<file path="config.mk">
export PLATFORM = sky130hd
export DESIGN_NAME = flv_tag_deframer_unit
export DESIGN_NICKNAME = d
export VERILOG_FILES = /design/src/rtl/core/flvtd_pkg.sv /design/src/rtl/core/flv_tag_deframer_unit.sv
export SDC_FILE = /design/constraint.sdc
export NUM_CORES = 1
export LEC_CHECK = 0
export ABC_AREA = 1
export BUFFER_PORTS_ARGS = -buffer_cell sky130_fd_sc_hd__buf_2
export CAP_MARGIN = 30
export CORE_MARGIN = 2
export CORE_UTILIZATION = 35
export DETAILED_ROUTE_END_ITERATION = 6
export PLACE_DENSITY = 0.62
export SLEW_MARGIN = 30
export SYNTH_ARGS = -nofsm -noshare
export SYNTH_HDL_FRONTEND = slang
export SYNTH_SLANG_ARGS = --single-unit
</file>
<file path="constraint.sdc">
create_clock -name clock -period 5.15 [get_ports clock]
set_clock_uncertainty 0.15 [all_clocks]
set_input_delay 0.515 -clock clock [delete_from_list [all_inputs] [get_ports clock]]
set_output_delay 0.515 -clock clock [all_outputs]
set_load 0.1 [all_outputs]
</file>
<file path="src/rtl/core/flvtd_pkg.sv">
// Shared constants and types for the FLV tag deframer.
package flvtd_pkg;

   localparam int unsigned RSP_DATA_W = 72;
   localparam int unsigned CSR_ADDR_W = 1;

   typedef enum logic [CSR_ADDR_W-1:0] {
      CSR_EXPECT_FILE_HEADER = 1'b0,
      CSR_STRIP_CODEC_PREFIX = 1'b1
   } csr_addr_type;

   typedef enum logic [1:0] {
      KIND_DESCRIPTOR = 2'd0,
      KIND_PAYLOAD    = 2'd1,
      KIND_BAD_MAGIC  = 2'd2,
      KIND_HEADER_OK  = 2'd3
   } kind_type;

   localparam logic [7:0] MAGIC_F   = 8'h46;
   localparam logic [7:0] MAGIC_L   = 8'h4C;
   localparam logic [7:0] MAGIC_V   = 8'h56;
   localparam logic [7:0] TAG_AUDIO = 8'h08;
   localparam logic [7:0] TAG_VIDEO = 8'h09;

   localparam logic [31:0] FILE_HDR_LEN   = 32'd9;
   localparam logic [24:0] TAG_HDR_EXTRA  = 25'd11;
   localparam logic [31:0] TAG_HDR_LAST   = 32'd14;

   localparam logic [3:0] AUDIO_AAC   = 4'd10;
   localparam logic [3:0] VIDEO_VP6   = 4'd4;
   localparam logic [3:0] VIDEO_VP6A  = 4'd5;
   localparam logic [3:0] VIDEO_H264  = 4'd7;

   typedef struct packed {
      logic [1:0]  kind;
      logic        last;
      logic        prev_size_ok;
      logic [7:0]  payload_byte;
      logic        stereo;
      logic        wide_samples;
      logic [1:0]  rate_code;
      logic [3:0]  frame_type;
      logic [3:0]  codec_id;
      logic [23:0] payload_len;
      logic [23:0] time_ms;
      logic        audio_tag;
   } rsp_item_type;

endpackage

</file>
<file path="src/rtl/core/flv_tag_deframer_unit.sv">
// FLV tag deframer: header and tag parser with a registered result stage.
//
// Usage: the FLV stream enters one byte per req transaction (req_tdata holds
// the byte, req_tuser requests a restart of the parser before that byte).
// Each byte yields at most one rsp transaction: a tag descriptor, a payload
// byte, a bad-magic report or a header-accepted report (rsp_tuser).
// rsp_tlast marks the final payload byte of a tag, or a descriptor with no
// payload.
// Throughput: one byte per clock. Each byte is parsed in the cycle it is
// accepted and its result is registered.
// The single result register sets the rate: while it holds a result that
// the receiver does not take, req_tready is low; when it is taken, a new
// byte is accepted in that same cycle.
// Reset clears the parser to stream start and sets both csr registers to 1.
// csr writes are taken at any edge with csr_we high outside reset; expect_file_header
// acts at the next restart (reset sets it to 1), strip_codec_prefix at each flags byte.
module flv_tag_deframer_unit
   import flvtd_pkg::*;
(
   input  logic                  clock,
   input  logic                  reset,
   input  logic                  req_tvalid,
   output logic                  req_tready,
   input  logic [7:0]            req_tdata,   // data_byte
   input  logic                  req_tuser,   // restart
   output logic                  rsp_tvalid,
   input  logic                  rsp_tready,
   output logic [RSP_DATA_W-1:0] rsp_tdata,   // audio_tag, time_ms, payload_len,
                                              // codec_id, frame_type, rate_code,
                                              // wide_samples, stereo,
                                              // payload_byte, prev_size_ok, pad
   output logic [1:0]            rsp_tuser,   // kind
   output logic                  rsp_tlast,
   input  logic                  csr_we,
   input  logic [CSR_ADDR_W-1:0] csr_addr,
   input  logic                  csr_wdata
);

   typedef enum logic [2:0] {
      PH_FILEHDR, PH_SKIPOFF, PH_TAGHDR, PH_FLAGS, PH_DATA, PH_SKIPTAG, PH_HALT
   } phase_type;

   logic         expect_hdr_ff, strip_prefix_ff;
   phase_type    phase_ff, phase_in;
   logic [31:0]  byte_count_ff, byte_count_in;
   logic [7:0]   tag_kind_ff, tag_kind_in;
   logic [23:0]  tag_size_ff, tag_size_in;
   logic [23:0]  tag_time_ff, tag_time_in;
   logic [31:0]  prev_field_ff, prev_field_in;
   logic [24:0]  expected_prev_ff, expected_prev_in;
   logic [31:0]  header_offset_ff, header_offset_in;
   logic [2:0]   prefix_left_ff, prefix_left_in;
   logic         rsp_valid_ff;
   rsp_item_type rsp_ff, rsp_in;
   logic         rsp_load;
   logic         accept;

   assign req_tready = !rsp_valid_ff || rsp_tready;
   assign accept     = req_tvalid && req_tready;

   always_comb begin
      phase_type   ph;
      logic [31:0] bc;
      logic [7:0]  b;
      logic [23:0] remain;
      logic [2:0]  pre;
      logic [23:0] plen;
      logic        audio;

      b  = req_tdata;
      ph = phase_ff;
      bc = byte_count_ff;
      tag_kind_in      = tag_kind_ff;
      tag_size_in      = tag_size_ff;
      tag_time_in      = tag_time_ff;
      prev_field_in    = prev_field_ff;
      expected_prev_in = expected_prev_ff;
      header_offset_in = header_offset_ff;
      prefix_left_in   = prefix_left_ff;
      if (req_tuser) begin
         ph = expect_hdr_ff ? PH_FILEHDR : PH_TAGHDR;
         bc = '0;
         tag_kind_in      = '0;
         tag_size_in      = '0;
         tag_time_in      = '0;
         prev_field_in    = '0;
         expected_prev_in = '0;
         header_offset_in = '0;
         prefix_left_in   = '0;
      end
      phase_in      = ph;
      byte_count_in = bc;
      rsp_in        = '0;
      rsp_load      = 1'b0;
      audio         = (tag_kind_in == TAG_AUDIO);
      remain        = tag_size_in - 24'd1;
      pre           = 3'd0;
      plen          = '0;

      case (ph)
         PH_FILEHDR: begin
            if (bc < 32'd2) begin
               prev_field_in = {prev_field_in[23:0], b};
            end else if (bc == 32'd2) begin
               if (prev_field_in[15:0] != {MAGIC_F, MAGIC_L} || b != MAGIC_V) begin
                  phase_in    = PH_HALT;
                  rsp_in.kind = KIND_BAD_MAGIC;
                  rsp_load    = 1'b1;
               end
               prev_field_in = '0;
            end else if (bc >= 32'd5) begin
               header_offset_in = {header_offset_in[23:0], b};
            end
            if (phase_in != PH_HALT) begin
               if (bc == 32'd8) begin
                  if (header_offset_in > FILE_HDR_LEN) begin
                     byte_count_in = header_offset_in - FILE_HDR_LEN;
                     phase_in      = PH_SKIPOFF;
                  end else begin
                     byte_count_in = '0;
                     phase_in      = PH_TAGHDR;
                  end
                  rsp_in.kind = KIND_HEADER_OK;
                  rsp_load    = 1'b1;
               end else begin
                  byte_count_in = bc + 32'd1;
               end
            end
         end
         PH_SKIPOFF, PH_SKIPTAG: begin
            byte_count_in = bc - 32'd1;
            if (byte_count_in == '0) phase_in = PH_TAGHDR;
         end
         PH_TAGHDR: begin
            if (bc < 32'd4)       prev_field_in = {prev_field_in[23:0], b};
            else if (bc == 32'd4) tag_kind_in   = b;
            else if (bc < 32'd8)  tag_size_in   = {tag_size_in[15:0], b};
            else if (bc < 32'd11) tag_time_in   = {tag_time_in[15:0], b};
            if (bc < TAG_HDR_LAST) begin
               byte_count_in = bc + 32'd1;
            end else begin
               byte_count_in = '0;
               if (tag_size_in != '0 &&
                   (tag_kind_in == TAG_AUDIO || tag_kind_in == TAG_VIDEO)) begin
                  phase_in = PH_FLAGS;
               end else begin
                  expected_prev_in = {1'b0, tag_size_in} + TAG_HDR_EXTRA;
                  if (tag_size_in != '0) begin
                     byte_count_in = {8'd0, tag_size_in};
                     phase_in      = PH_SKIPTAG;
                  end
               end
            end
         end
         PH_FLAGS: begin
            if (strip_prefix_ff) begin
               if (audio) begin
                  if (b[7:4] == AUDIO_AAC) pre = 3'd1;
               end else if (b[3:0] == VIDEO_VP6 || b[3:0] == VIDEO_VP6A) begin
                  pre = 3'd1;
               end else if (b[3:0] == VIDEO_H264) begin
                  pre = 3'd4;
               end
            end
            plen = (remain > {21'd0, pre}) ? remain - {21'd0, pre} : '0;
            rsp_in.kind         = KIND_DESCRIPTOR;
            rsp_in.audio_tag    = audio;
            rsp_in.time_ms      = tag_time_in;
            rsp_in.payload_len  = plen;
            if (audio) begin
               rsp_in.codec_id     = b[7:4];
               rsp_in.rate_code    = b[3:2];
               rsp_in.wide_samples = b[1];
               rsp_in.stereo       = b[0];
            end else begin
               rsp_in.codec_id   = b[3:0];
               rsp_in.frame_type = b[7:4];
            end
            rsp_in.last         = (plen == '0);
            rsp_in.prev_size_ok = (prev_field_in == {7'd0, expected_prev_in});
            rsp_load            = 1'b1;
            expected_prev_in    = {1'b0, tag_size_in} + TAG_HDR_EXTRA;
            prefix_left_in      = pre;
            byte_count_in       = {8'd0, remain};
            phase_in            = (remain == '0) ? PH_TAGHDR : PH_DATA;
         end
         PH_DATA: begin
            byte_count_in = bc - 32'd1;
            if (byte_count_in == '0) phase_in = PH_TAGHDR;
            if (prefix_left_in != '0) begin
               prefix_left_in = prefix_left_in - 3'd1;
            end else begin
               rsp_in.kind         = KIND_PAYLOAD;
               rsp_in.payload_byte = b;
               rsp_in.last         = (byte_count_in == '0);
               rsp_load            = 1'b1;
            end
         end
         default: begin
            phase_in = PH_HALT;
         end
      endcase
   end

   always_ff @(posedge clock) begin
      if (reset) begin
         expect_hdr_ff    <= 1'b1;
         strip_prefix_ff  <= 1'b1;
         phase_ff         <= PH_FILEHDR;
         byte_count_ff    <= '0;
         tag_kind_ff      <= '0;
         tag_size_ff      <= '0;
         tag_time_ff      <= '0;
         prev_field_ff    <= '0;
         expected_prev_ff <= '0;
         header_offset_ff <= '0;
         prefix_left_ff   <= '0;
         rsp_valid_ff     <= 1'b0;
      end else begin
         if (csr_we) begin
            case (csr_addr)
               CSR_EXPECT_FILE_HEADER: expect_hdr_ff   <= csr_wdata;
               CSR_STRIP_CODEC_PREFIX: strip_prefix_ff <= csr_wdata;
               default: ;
            endcase
         end
         if (accept) begin
            phase_ff         <= phase_in;
            byte_count_ff    <= byte_count_in;
            tag_kind_ff      <= tag_kind_in;
            tag_size_ff      <= tag_size_in;
            tag_time_ff      <= tag_time_in;
            prev_field_ff    <= prev_field_in;
            expected_prev_ff <= expected_prev_in;
            header_offset_ff <= header_offset_in;
            prefix_left_ff   <= prefix_left_in;
         end
         if (accept && rsp_load) rsp_valid_ff <= 1'b1;
         else if (rsp_tready)    rsp_valid_ff <= 1'b0;
      end
   end

   always_ff @(posedge clock) begin
      if (accept && rsp_load) rsp_ff <= rsp_in;
   end

   assign rsp_tvalid = rsp_valid_ff;
   assign rsp_tuser  = rsp_ff.kind;
   assign rsp_tlast  = rsp_ff.last;
   assign rsp_tdata  = {2'b00, rsp_ff.prev_size_ok, rsp_ff.payload_byte, rsp_ff.stereo,
                        rsp_ff.wide_samples, rsp_ff.rate_code, rsp_ff.frame_type,
                        rsp_ff.codec_id, rsp_ff.payload_len, rsp_ff.time_ms,
                        rsp_ff.audio_tag};

   a_halt_sticky: assert property (@(posedge clock) disable iff (reset)
      (accept && !req_tuser && phase_ff == PH_HALT) |=> (phase_ff == PH_HALT))
      else $error("parser left halt without restart");

   a_count_nonzero: assert property (@(posedge clock) disable iff (reset)
      (phase_ff == PH_SKIPOFF || phase_ff == PH_SKIPTAG || phase_ff == PH_DATA)
      |-> (byte_count_ff != '0))
      else $error("byte count exhausted inside a counted phase");

   a_prefix_range: assert property (@(posedge clock) disable iff (reset)
      prefix_left_ff <= 3'd4)
      else $error("codec prefix count out of range");

   a_desc_last: assert property (@(posedge clock) disable iff (reset)
      (rsp_tvalid && rsp_tuser == KIND_DESCRIPTOR)
      |-> (rsp_tlast == (rsp_ff.payload_len == '0)))
      else $error("descriptor last flag disagrees with payload length");

endmodule
</file>
== After elaboration in Yosys (flattened, before gate mapping) ==
Index checks and enable logic that the tools add are counted.
Operators by class
  mux-type cells: 83
  add/sub/neg operators: 8
  equal/unequal tests: 19
  bitwise logic cells: 3
  $lt $le $gt $ge: 8
  reductions and logical operators: 21
Operators by type and width (count)
  $mux 32: 15
  $mux 24: 15
  $pmux 32 s4: 1
  $lt 32x4->1 const B: 3
  $mux 25: 3
  $pmux 32 s2: 1
  $mux 3: 19
  $add 24x4->25 const B: 2
  $pmux 25 s2: 1
  $logic_not 24->1: 2
  $mux 8: 5
  $add 32x1->32 const B: 1
  $eq 32x2->1 const B: 1
  $eq 32x25->1: 1
  $eq 32x3->1 const B: 1
  $eq 32x4->1 const B: 1
  $ge 32x3->1 const B: 1
  $gt 32x4->1 const B: 1
  $logic_not 32->1: 1
  $lt 32x2->1 const B: 1
  $lt 32x3->1 const B: 1
  $sub 32x1->32 const B: 1
  $sub 32x4->32 const B: 1
  $eq 8x4->1 const B: 3
  other kinds (31): 60
Word-level totals
  word-level logic and storage cells: 166
  register bits: 259
  output and inout port bits: 77

== Depth between registers and ports, before layout ==
Gate-level depths: netlist of run 1.
  word-level depth: 12
  gate-level depth with buffers: 29
  mapped depth without buffers: 25

== Worst setup path before layout of run 1 ==
Ideal clock, no wire load.
  path type: input to register
  from: input req_tuser
  to: register rsp_ff (netlist bit rsp_tdata[0]), enable pin
  setup time: 0.427 ns
  arrival time: 4.353 ns
  data required time: 4.573 ns
  stages: 18
  slack: 0.220 ns
  cell sequence: inv_2 -> buf_6 -> buf_6 -> buf_4 -> buf_2 -> buf_4 -> clkbuf_1 -> clkbuf_1 -> buf_1 -> nand2_1 -> ha_1 -> ha_1 -> inv_1 -> nor2_1 -> clkinv_1 -> o21ai_1 -> o31ai_1 -> inv_1
Between the ends
  longest elaborated chain between the ends: 11
RTL lines
  from (decl): line flv_tag_deframer_unit.sv:25  | input logic req_tuser,
  parallel branches: the longest is 9 deep, another holds $lt 32x2->1
  $pmux 1 s3 (*): line flv_tag_deframer_unit.sv:100  | case (ph)
  $logic_and 1x1->1 (*): line flv_tag_deframer_unit.sv:244  | if (accept && rsp_load) rsp_ff <= rsp_in;
  to (signal assigned): line flv_tag_deframer_unit.sv:244
  to (decl): line flv_tag_deframer_unit.sv:54  | rsp_item_type rsp_ff, rsp_in;
Every way passes the cells marked *. The select of a mux whose other input is x is not followed.
A chain may end at the register's enable or synchronous reset.

== Final worst setup path of run 1 ==
  from: input req_tuser
  to: register rsp_ff (netlist bit rsp_tdata[45]), enable pin
Same word-level chain as after synthesis.

==> impl_results.md, run 1 <==
* Antenna violations before repair at 0
* Die footprint at approximately 60,000 um^2
* Drt via density at about 5.6
* Setup Viol. Count Final at 0
* Post-CTS Hold Buffers at 0
* Period utilization at between 80% and 90%
* Core Util, Final at about two fifths
* Failing checks: design-rule violations
* N_diodes at 0
* Power Total at 7.076 mW
* Longest Clk Path Bufs at 3
* Asr flop ratio synth at 0%
* H-tree depth at 2
* GRT Total Usage at 26.21%
* Avg Inst Size Synth at 6.186 um^2
* Post-Synthesis Cells at 3,370
* Worst Path Arrival at 4.31 ns
* Setup Crit Path Kind: in2reg
* Worst-margin pin slew at approximately 0.99 ns
* Synth warn at 0
* Worst Hold Class: in2reg
* Synth Flop Type: dfxtp_1
* Slew Limit Fails at 0
* Leading cell types in the layout, fill and taps excluded: 832 x nand2_1, 432 x nor2_1, 403 x inv_1
* RSZ-0062 raised after global routing: false
* Relative slew slack at 33.69%
* CP max FO at 26
* Drt first pass iters at 7
* Number of global-route vias before repair at between 20,000 and 25,000
* Crit path launch type: primary input
* Layout cell share with drive strength beyond 1 at under 10%
* Fillcell total at ~6,400
* IO Pins at between 90 and 100
* CP Cell Sequence: buf_2 -> inv_4 -> buf_4 -> o21ai_1 -> nand2_1 -> nor2_1 -> nand2_2 -> nor4_1 -> nand3_1 -> nor4_1 -> o31ai_1 -> clkinv_2 -> buf_4
* Commonest non-fill, non-tap cell in the layout: nand2_1
* Dpl hpwl at slightly above 60,000 um
* Placed insts at just over 4,000
* CTS root buf: clkbuf_16
* Max Clk Rate at 234.7 MHz
* Status: finished, violations left
* Post-CTS Resized at 0
* Slowest CP cell: nor4_1
* Distinct cells, synth at between 60 and 70
* Post-route insts no fill at 4,190
* CTS tree: done
* Die width at 248.1 um
* Final GP Congestion at 1.009
* Layout net count at 3,423
* Worst-skew pair later-pin latency at 0.59 ns
* Cell Pwr Density at 305.4 nW/um^2
* Pin count of the biggest net entering global routing at between 100 and 150
* First-pass GRT wire length at 125,800 um
* Setup bufs post-CTS at 0
* Setup TNS at 0 ns
* DR iter-0 viols at approximately 2,700
* Cell area after synthesis at around 21,000 um^2
* Critical path's largest stage delay at 0.67 ns
* Initial core utilization at a little over a third
* Final min period at roughly 4.3 ns
* WL final at 82,060 um
* Final Hold Fails at 0
* Num rows at slightly below 90
* Layout area overhead at 11.14%
* Critical Path End Type: register
* Clock-pin slew on the worst setup and hold paths at 0.06 ns
* Via count at 23,300
* Footprint of the multi-input gates at 12,580 um^2
* Static leakage at roughly 10 nW
* Routed len/inst at just under 20 um
* # Max-Cap Violations at 0
* Peak VDD IR at 188.6 uV
* Gr ovfl total at 0
* Sequential fraction of the synthesis area at 28.38%
* Sinks on Clock Net at between 200 and 300
* Worst endpoint required time at 5.20 ns
* #FFs+latches synth at approximately 260
* Remaining antenna violation count at 0
* Sequential Area at 5916 um^2
* Inserted Clock Buffers at 35
* Port Buf Inserts at 90
* DR DRC count at 5
* Core area at between 50,000 and 60,000 um^2
* Post-synth EDFFs at 73
* Die Height at about 250 um
[state kept, by name (all words and copies together), names as in the netlist, 3 cells and up]
name,flops
tag_kind_ff,8
phase_ff,3
byte_count_ff,32
tag_time_ff,24
prev_field_ff,32
prefix_left_ff,3
rsp_tdata,70
header_offset_ff,32
tag_size_ff,24
expected_prev_ff,25
[layer usage]
layer  track usage, %  wire [um]  vias up
li1                 -          -    11280
met1            37.81      36780    10780
met2            39.83      35470     1070
met3            3.706       6960      165
met4            8.824       2851        0
met5                0          0        -
[logic make-up (layout without fill, tap and decap cells)]
family                     Yosys count  after routing  synth area share [%]
and+or+nand+nor                   1686           1686                 34.77
adders and majority gates           16             16                0.9603
xor gates and xnor gates            91             91                 3.859
DFF                                259            259                 28.38
buffers and inverters              589            635                 11.52
other                                1              2               0.01799
AOI/OAI and AO/OA                  728            728                 20.50
[stage by stage]
| step | cell area (um^2) | hold slack (ns) | worst slack (ns) |
|---|---|---|---|
| 2_1_floorplan | 20850 | 0.2953 | 0.2205 |
| 3_3_place_gp | 22020 | 0.3017 | 0.4951 |
| 3_5_place_dp | 22020 | 0.3053 | 0.4749 |
| 4_1_cts | 23150 | 0.04948 | 1.036 |
| 5_1_grt | 23170 | 0.09822 | 0.5169 |
| 6_report | 23170 | 0.06652 | 0.8898 |
[path summary, 6_finish.rpt]
path              slack, ns                   to  depth (start not counted)                 from
hold reg to reg        0.31  header_offset_ff[8]                          2  header_offset_ff[8]
setup reg to reg       0.96    byte_count_ff[17]                         21     byte_count_ff[0]
setup / recovery       0.89        rsp_tdata[45]                         13            req_tuser
hold / removal         0.07        expect_hdr_ff                          3             csr_addr
[worst max-delay path: cells and delay by family]
kind / cells / cell delay, ns
simple gates: 6 / 2.08
buf+inv: 5 / 1.17
compound gates: 2 / 0.44
[power by group]
group / switching, mW / internal, mW
Combinational: 1.68 / 0.601
Sequential: 0.0945 / 2.21
Clock: 1.07 / 1.42
Total: 2.84 / 4.24
[synth_stat cells (all sizes together) (2+ instances only)]
cell / count / area [um^2]
nor4: 26 / 168.9
o211ai: 43 / 322.8
edfxtp: 73 / 2192
o221ai: 28 / 245.2
o22ai: 56 / 350.3
a31oi: 13 / 81.33
o32ai: 2 / 17.52
nor3b: 6 / 45.04
o21bai: 6 / 45.04
a221oi: 32 / 280.3
nor2: 472 / 1896
a41oi: 2 / 17.52
a211oi: 9 / 67.56
a21oi: 227 / 1147
xor2: 82 / 725.7
ha: 16 / 200.2
or2: 7 / 43.79
nand3b: 6 / 57.56
inv: 414 / 1554
nand2: 856 / 3311
buf: 69 / 447.9
clkinv: 9 / 35.03
xnor2: 9 / 78.83
clkbuf: 97 / 364.1
nand4: 71 / 450.4
dfxtp: 186 / 3724
nand3: 192 / 1001
or4: 2 / 15.01
nor3: 42 / 220.2
o31ai: 4 / 30.03
and2: 2 / 12.51
o2111ai: 17 / 148.9
o21ai: 283 / 1469
[cell type report]
| class | count | area share, % |
|---|---|---|
| clock buffer | 50 | 4.153 |
| clock inverter | 13 | 0.7128 |
| inverter | 423 | 6.885 |
| multi-input combinational | 2523 | 54.30 |
| sequential | 259 | 25.53 |
| tap | 773 | 4.174 |
| timing repair buffer | 149 | 4.245 |
Note: power is estimated with default switching activity, not from simulation.
==> run 2, diff against run 1 <==
--- a/config.mk
+++ b/config.mk
@@ -11,7 +11,7 @@
 export CORE_MARGIN = 2
 export CORE_UTILIZATION = 35
 export DETAILED_ROUTE_END_ITERATION = 6
-export PLACE_DENSITY = 0.62
+export PLACE_DENSITY = 0.6
 export SLEW_MARGIN = 30
 export SYNTH_ARGS = -nofsm -noshare
 export SYNTH_HDL_FRONTEND = slang
==> constraint.sdc (replaced) <==
create_clock -name clock -period 4.3 [get_ports clock]
set_clock_uncertainty 0.15 [all_clocks]
set_input_delay 0.43 -clock clock [delete_from_list [all_inputs] [get_ports clock]]
set_output_delay 0.43 -clock clock [all_outputs]
set_load 0.1 [all_outputs]
==> impl_results.md, run 2 (same netlist as run 1, synthesis figures left out) <==
* Status: finished clean
* GRT Total Usage at 26.98% (+0.77 points)
* Worst Hold Class: in2reg
* Longest Clk Path Bufs at 3 (unchanged)
* DR iter-0 viols at 2,818 (+2.9%)
* Inserted Clock Buffers at 35 (unchanged)
* Cell Area, Placed at 22,560 um^2 (+2.4%)
* Crit path launch type: register
* Drt via density at 5.492 (-1.2%)
* Internal reg-to-reg setup slack at 0.45 ns (-0.51 ns)
* Slew Limit Fails at 0 (unchanged)
* Port Buf Inserts at 90 (unchanged)
* Drt first pass iters at 6 (-1)
* Via count at 23,430 (+0.59%)
* Peak VDD IR at 302.3 uV (+60%)
* Leading cell types in the layout, fill and taps excluded: 831 x nand2_1, 433 x nor2_1, 403 x inv_1
* Gr ovfl total at 0 (unchanged)
* Crit Reg-Reg Endpoint: rsp_tlast
* Combinational power share at 32.8% (+0.6 points)
* Period utilization at approximately nine tenths
* Internal power at 5.230 mW (+23%)
* Final min period at between 3 and 4 ns
* Setup TNS at 0 ns (unchanged)
* Max FFs per register at 70 (unchanged)
* Die width at 248.1 um (unchanged)
* Switching share of power at 39.53% (-0.59 points)
* Crit path from: tag_kind_ff[6]
* RSZ-0062 raised after global routing: false
* Num rows at 89 (unchanged)
* Placed insts at 4,199 (+1.8%)
* Dpl hpwl at 64,090 um (+4.6%)
* CTS root buf: clkbuf_16
* Worst-skew pair later-pin latency at 0.57 ns (-0.02 ns)
* Relative slew slack at 32.54% (-1.1 points)
* CP max FO at 5 (-81%)
* Setup Crit Path Kind: reg2reg
* N_diodes at 0 (unchanged)
* Setup bufs post-CTS at 0 (unchanged)
* Commonest non-fill, non-tap cell in the layout: nand2_1
* Max Clk Rate at approximately 260 MHz
* WL final at 84,140 um (+2.5%)
* IO Pins at 93 (unchanged)
* # Max-Cap Violations at 0 (unchanged)
* Hold_sp: rsp_tready
* Worst Path Arrival at 4.01 ns (-0.30 ns)
* WHS Endpoint: rsp_tvalid
* Reg-to-Reg Start: tag_kind_ff[6]
* Layout net count at 3,499 (+2.2%)
* Highest routed layer: met5
* Remaining antenna violation count at 0 (unchanged)
* Power Total at 8.649 mW (+22%)
* Post-route insts no fill at 4,267 (+1.8%)
* Antenna violations before repair at 1 (+1)
* Layout cell share with drive strength beyond 1 at 11.19% (+2.2 points)
* Static leakage at 10.47 nW (+3.7%)
* Final Hold Fails at 0 (unchanged)
* First-pass GRT wire length at 129,000 um (+2.5%)
* Critical Path End Type: register
* Clock share of power at 35.2% (about the same)
* Register-to-Register Path Depth at 24 (+14%)
* Routed len/inst at 19.72 um (+0.68%)
* H-tree depth at 2 (unchanged)
* Pin count of the biggest net entering global routing at 92 (-23%)
* Worst-margin pin slew at 1.012 ns (+0.01721 ns)
* Routed wl met2 at 36,510 um (+3.0%)
* Sequential power share at 32.0% (-0.6 points)
* Layout area overhead at 14.05%
* Clock-pin slew on the worst setup and hold paths at 0.06 ns (about the same)
* CTS tree: done
* Final GP Congestion at 1.001 (-0.75%)
* Initial core utilization at 35.39% (unchanged)
* Core area at 58,910 um^2 (unchanged)
* Setup Viol. Count Final at 0 (unchanged)
* Number of global-route vias before repair at 21,510 (+2.8%)
* Final Cell Area at 23,780 um^2 (+2.6%)
* Cell Pwr Density at 363.8 nW/um^2 (+19%)
* Metal-1 WL at 38,160 um (+3.8%)
* Worst endpoint required time at 4.46 ns (-0.74 ns)
* DR DRC count at 0 (-5)
* Sinks on Clock Net at 259 (unchanged)
* Net Sw Power at 3.419 mW (+20%)
* Hold Path Depth at 4 (+1)
* Die footprint at 61,530 um^2 (unchanged)
* Die Height at 248.1 um (unchanged)
* Metal3 WL at 6797 um (-2.3%)
run 2: final cells by class:
type / instances / area (um^2)
fill: 6408 / 35130
multi-input combinational: 2523 / 12590
sequential: 259 / 5916
inverter: 423 / 1599
timing repair buffer: 225 / 1530
tap: 773 / 967.2
clock buffer: 44 / 959.7
clock inverter: 20 / 219.0
run 2: power groups by stage:
stage	Combinational (mW)	Clock, mW	Sequential [mW]
floorplan	1.81	0	2.94
CTS	2.79	3.11	2.76
detailed placement	2.78	0	2.81
finish	2.84	3.05	2.76
global route	3.11	3.19	2.78
global placement	2.79	0	2.81
run 2: worst max path at each step:
stage | end | slack [ns] | cells after the start
2_1_floorplan | rsp_tdata[0] | 0.003 | 18
3_3_place_gp | expected_prev_ff[1] | 0.18 | 25
3_5_place_dp | expected_prev_ff[8] | 0.1 | 25
4_1_cts | rsp_tlast | 0.56 | 24
5_1_grt | rsp_tlast | 0.15 | 23
6_report | rsp_tlast | 0.45 | 24
run 2: repair_timing:
| action | 4_1_cts | 5_1_grt |
|---|---|---|
| resized for setup | 0 | 0 |
| hold buffers | 4 | 0 |
| hold endpoints to repair | 2 | 0 |
run 2: metrics by stage:
stage,util (%),worst slack (ns),hold slack [ns]
after floorplan,-,0.003141,0.2953
after detailed placement,38.29,0.09591,0.3057
after global placement,38.29,0.1811,0.3022
final,40.36,0.4493,0.03468
after global routing,40.36,0.1472,0.06205
after CTS,40.36,0.5645,0.01323
run 2: routing by layer:
metal,GRT usage (%),up-vias
met5,0,-
met1,38.84,10940
met3,3.943,137
li1,-,11410
met4,8.841,2
met2,41.13,946
run 2: worst max-delay path, cell delays in order (launching register included):
cell and delay [ns]:
dfxtp_1 0.31, inv_1 0.05, nor2_1 0.17, inv_1 0.09, nand2_1 0.06, nor2_1 0.04, and2_1 0.15, inv_1 0.13
a41oi_1 0.06, nor3_1 0.16, buf_4 0.20, ha_1 0.18, nand2_1 0.06, a21oi_1 0.22, nand3_1 0.17, nor2_1 0.34
nand2_1 0.21, nor2_1 0.13, nand3_1 0.09, o21ai_0 0.17, nand3_1 0.11, nand2_1 0.12, nor2_1 0.06, nand4_1 0.09
nand2_1 0.05
